--- src/rtl/core/jrpe_pkg.sv ---
// Shared types, constants and codes of the joint recurrence pair engine.
`default_nettype none
package jrpe_pkg;

  localparam int MAX_SAMPLES_DEF   = 256;
  localparam int SAMPLE_WIDTH_DEF  = 16;
  localparam int MAX_DIMENSION_DEF = 16;

  localparam int DIST_WIDTH = 20;
  localparam int DIM_WIDTH  = 5;
  localparam int DLY_WIDTH  = 8;
  localparam int IDX_WIDTH  = 8;
  localparam int CFG_IDX_WIDTH = 2;
  localparam int CFG_DATA_WIDTH = 20;

  localparam logic [1:0] OP_LOAD  = 2'd0;
  localparam logic [1:0] OP_QUERY = 2'd1;
  localparam logic [1:0] OP_CLEAR = 2'd2;
  localparam logic [1:0] OP_NONE  = 2'd3;

  localparam logic [1:0] ST_OK    = 2'd0;
  localparam logic [1:0] ST_FULL  = 2'd1;
  localparam logic [1:0] ST_RANGE = 2'd2;

  localparam logic [1:0] NORM_MANHATTAN = 2'd0;
  localparam logic [1:0] NORM_EUCLIDEAN = 2'd1;
  localparam logic [1:0] NORM_SUPREMUM  = 2'd2;
  localparam logic [1:0] NORM_NONE      = 2'd3;

  localparam logic [1:0] REG_DIMENSION = 2'd0;
  localparam logic [1:0] REG_DELAY     = 2'd1;
  localparam logic [1:0] REG_THRESHOLD = 2'd2;
  localparam logic [1:0] REG_NORM      = 2'd3;

  // Controller to datapath
  typedef struct packed {
    logic write_sample;
    logic clear_count;
    logic start_query;
    logic tap_read;
    logic tap_accum;
    logic sqrt_start;
    logic sqrt_step;
    logic finish;
  } jrpe_cmd_t;

  // Datapath to controller
  typedef struct packed {
    logic is_full;
    logic in_range;
    logic last_tap;
    logic sqrt_done;
    logic euclid;
  } jrpe_stat_t;

endpackage
`default_nettype wire

--- src/rtl/core/jrpe_control.sv ---
// Controller: sequences loads, clears and the tap walk and square root of a query.
`default_nettype none
module jrpe_control
  import jrpe_pkg::*;
(
  input  wire        clk,
  input  wire        rst,
  input  wire        in_valid,
  output logic       in_stall,
  input  wire  [1:0] op_in,
  output logic       out_valid,
  input  wire        out_stall,
  output jrpe_cmd_t  cmd,
  input  jrpe_stat_t stat
);

  typedef enum logic [5:0] {
    S_IDLE  = 6'b000001,
    S_READ  = 6'b000010,
    S_ACCUM = 6'b000100,
    S_SQRT  = 6'b001000,
    S_DONE  = 6'b010000,
    S_OUT   = 6'b100000
  } state_t;

  state_t state, state_next;
  logic   out_full;

  // Item is held at the input until its result is formed
  logic take;
  assign take = (state == S_DONE);
  assign in_stall = !take;

  always_comb begin
    cmd = '0;
    state_next = state;
    case (state)
      S_IDLE: begin
        if (in_valid && !out_full) begin
          if (op_in == OP_QUERY && stat.in_range) begin
            cmd.start_query = 1'b1;
            state_next = S_READ;
          end else begin
            state_next = S_DONE;
          end
        end
      end
      S_READ: begin
        cmd.tap_read = 1'b1;
        state_next = S_ACCUM;
      end
      S_ACCUM: begin
        cmd.tap_accum = 1'b1;
        if (stat.last_tap) begin
          if (stat.euclid) begin
            cmd.sqrt_start = 1'b1;
            state_next = S_SQRT;
          end else begin
            state_next = S_DONE;
          end
        end else begin
          state_next = S_READ;
        end
      end
      S_SQRT: begin
        cmd.sqrt_step = 1'b1;
        if (stat.sqrt_done) state_next = S_DONE;
      end
      S_DONE: begin
        cmd.finish = 1'b1;
        cmd.write_sample = (op_in == OP_LOAD) && !stat.is_full;
        cmd.clear_count = (op_in == OP_CLEAR);
        state_next = S_IDLE;
      end
      default: state_next = S_IDLE;
    endcase
  end

  always_ff @(posedge clk) begin
    if (rst) begin
      state <= S_IDLE;
      out_full <= 1'b0;
    end else begin
      state <= state_next;
      if (take)
        out_full <= 1'b1;
      else if (!out_stall)
        out_full <= 1'b0;
    end
  end

  assign out_valid = out_full;

endmodule
`default_nettype wire

--- config.mk ---
export PLATFORM = sky130hd
export DESIGN_NAME = jrpe_control
export DESIGN_NICKNAME = d
export VERILOG_FILES = /design/src/rtl/core/jrpe_pkg.sv /design/src/rtl/core/jrpe_control.sv
export SDC_FILE = /design/constraint.sdc
export NUM_CORES = 1
export LEC_CHECK = 0
export ABC_CLOCK_PERIOD_IN_PS = 2150
export BUFFER_PORTS_ARGS = -buffer_cell sky130_fd_sc_hd__buf_2
export CAP_MARGIN = 10
export CORE_AREA = 8 8 45 47
export CTS_CLUSTER_SIZE = 12
export DETAILED_ROUTE_END_ITERATION = 16
export DIE_AREA = 0 0 53 55
export GPL_TIMING_DRIVEN = 0
export PLACE_DENSITY_LB_ADDON = 0.12
export SLEW_MARGIN = 20
export SYNTH_ARGS = -nofsm -noshare
export SYNTH_HDL_FRONTEND = slang
export SYNTH_SLANG_ARGS = --single-unit
--- constraint.sdc ---
create_clock -name clk -period 2.15 [get_ports clk]
set_clock_uncertainty 0.1 [all_clocks]
set_input_delay 0.43 -clock clk [delete_from_list [all_inputs] [get_ports clk]]
set_output_delay 0.43 -clock clk [all_outputs]
set_load 0.02 [all_outputs]
==> key figures <==
Status
  • Status: finished, final reports clean

Layout
  • Area delta synth->final: 36.89%
  • Final design instance area without fill: 529.3 um^2
  • Layout Utilization: 38.25%
  • Nets: 82
  • N_diodes: 0
  • Multi-input logic area: 240.2 um^2
  • Fill cells: 151
  • Register area: 120.1 um^2
  • Fraction of layout cells with a size suffix above 1: approximately two fifths

Worst setup path
  • CP required: 1.62 ns
  • Crit path capture type: output port
  • Worst Path Arrival: 1.52 ns
  • Worst-path fanout max: 4
  • Worst setup SP type: flip-flop
  • Crit Path Class: flip-flop to output port
  • Flop2flop setup slack: 0.71 ns

Yosys
  • Prevailing post-synth register cell: dfxtp_1
  • Yosys warns: 0
  • Most common library cells after synthesis: dfxtp_1, nor2_1, inv_1, nand2_1
  • Synth Area per Inst: about 8.4 um^2
  • Syn_nets: 57
  • Mapped Cells: 46
  • Register bit total from synthesis: 6
  • EDFF count, synth: 0
  • Count of different cell masters after synthesis: 26
  • Mapped Area: 386.6 um^2
  • Ranking of synthesized cells by area: dfxtp_1, nor3_2, nor2_1
  • Top-count cell post-synth: dfxtp_1
  • Fraction of registers with async set/reset: 0%
  • Sequential fraction of the synthesis area: a little over 30%
  • Yosys top cell by area: dfxtp_1
  • Synth top area share: 31.07%

STA
  • Final count of pins violating max slew: 0
  • Max frequency: 487.5 MHz
  • Rel. slew slack: 75.25%
  • Setup TNS: 0 ns
  • Post-layout worst setup margin: 0.09864 ns
  • Fin crit period: 2.051 ns
  • Final hold vios: 0
  • Number of setup violations in the final report: 0
  • Final period util: 95.41%
  • RSZ-0062 raised after global routing: false
  • Worst-Margin Slew: 0.3672 ns

Route
  • Vias after detailed routing: approximately 430
  • Vias/cell: approximately 5
  • Initial DRC count: 3
  • Top Metal Used: met4
  • Routed met1 length: 458 um
  • Met2 WL: around 430 um
  • Final antenna-violating net count: 0
  • Routed Wire Length: 975 um
  • Met3 Routed Length: around 70 um
  • DRC: 0
  • First-pass DRT Iterations: 4
  • Routed WL per cell: approximately 11 um

Clock tree
  • CTS max path bufs: 2
  • Total setup buffers inserted after CTS: 0
  • Root Buffer Master: clkbuf_4
  • H-tree Lvls: 1
  • Worst-path clk slew: roughly 0.04 ns
  • Clock buffer count from CTS: 3
  • CTS tree: done
  • CTS-repair resized insts: 0
  • Clock Sinks: 6
  • Hold-fix buffers at CTS: 0
  • Worst-Skew Late Latency: roughly 0.24 ns

Placement
  • Port bufs: 20
  • GPL Wtd Cong: roughly 0.64
  • Place WS: 0.3457 ns
  • Placement Cell Area: 506.7 um^2

Floorplan
  • # IOs: 21
  • Initial Utilization: ~28%
  • Row Count: 14
  • Die X: 53 um
  • Height of the die: approximately 55 um
  • DIE AREA: 2915 um^2
  • Core region area: 1384 um^2

Global route
  • Largest net degree at the start of global routing: 8
  • Congestion Overflow GR: 0
  • First-pass GRT wire length: 1545 um
  • Initial antenna violation count: 0
  • GRT Total Usage: slightly above 7%
  • Vias in the first global route: 408

Pwr
  • Cell Pwr Density: 653.6 nW/um^2
  • Switching Fraction: 31.58%
  • P_sw: 109.2 uW
  • Flop pwr share: 38.9%
  • Peak VDD IR: around 0.27 mV
  • Clock share of power: 30.1%
  • Tot Pwr: 345.9 uW
  • Logic pwr share: 31.0%
  • Cell Int Power: ~240 uW
  • P_leak: 0.0002882 uW

Hold path
  • Hold Crit Class: primary input to flip-flop

Flow run
  • MaxCap Viol Count: 0
==> path summary, 6_finish.rpt <==
check / startpoint / endpoint / cells after the start
setup reg to reg: state[3]$_SDFFE_PP0P_ / state[4]$_SDFFE_PP0P_ / 4
setup / recovery: state[3]$_SDFFE_PP0P_ / cmd[2] / 5
hold reg to reg: out_valid$_SDFFE_PP0P_ / out_valid$_SDFFE_PP0P_ / 2
hold / removal: rst / out_valid$_SDFFE_PP0P_ / 2
==> metrics by stage <==
stage          hold slack, ns  cells
3_3_place_gp           0.3510     82
4_1_cts                0.2715     85
3_5_place_dp           0.3644     82
2_1_floorplan          0.3991     46
5_1_grt                0.2731     85
6_report               0.2774     85
==> layer usage <==
metal / global-route usage [%] / vias up
met5: 0 / -
met4: 5.172 / 0
met3: 3.476 / 4
met2: 11.13 / 16
met1: 7.786 / 190
li1: - / 215
==> sequential cells by signal, summed over array words and instances (netlist names) <==
| register | flops |
|---|---|
| state | 5 |
| out_valid | 1 |
==> power groups by stage <==
stage                     combinational, uW  sequential [uW]  clock (uW)
after global routing                    118              136         117
final                                   107              135         104
after global placement                  109              136           0
after CTS                               108              135         106
after floorplan                        78.7              135           0
after detailed placement                108              136           0
==> layout make-up <==
type                    instances  area share (%)
flip-flops and latches          6           22.69
well taps                      16           3.783
inverters                       3           2.128
multi-input cells              35           45.39
plain buffers                   2           2.837
clock buffers                   3           4.255
repair buffers                 20           18.91
==> worst max-delay path, cell delays in order (launching register included) <==
cell,delay [ns]
dfxtp_1,0.32
nor2_1,0.22
and4bb_1,0.29
and3_1,0.19
buf_4,0.10
buf_2,0.15
==> layout by cell type (no fill, tap or decap) <==
cell / count
nand4bb_1: 1
a31o_1: 1
clkbuf_4: 3
inv_1: 3
nand2_1: 3
dfxtp_1: 6
buf_2: 20
a2bb2oi_1: 1
o41ai_2: 1
and2b_1: 1
or3_1: 1
nor4_1: 1
a31oi_1: 1
nor3_1: 2
nand2b_1: 2
nor3b_1: 2
nor2_1: 5
buf_4: 2
and3_1: 2
and4bb_1: 1
o311a_1: 1
nand3b_1: 1
nor2b_1: 2
nand3_1: 1
nor3_2: 2
o21a_1: 1
and3b_1: 1
a21oi_1: 1
==> cells by family after synthesis <==
logic type | after synthesis | synth area share [%]
and+or+nand+nor | 28 | 45.95
DFF | 6 | 31.07
buffers and inverters | 5 | 6.795
AOI/OAI and AO/OA | 7 | 16.18
(Power assumes the default switching activity.)
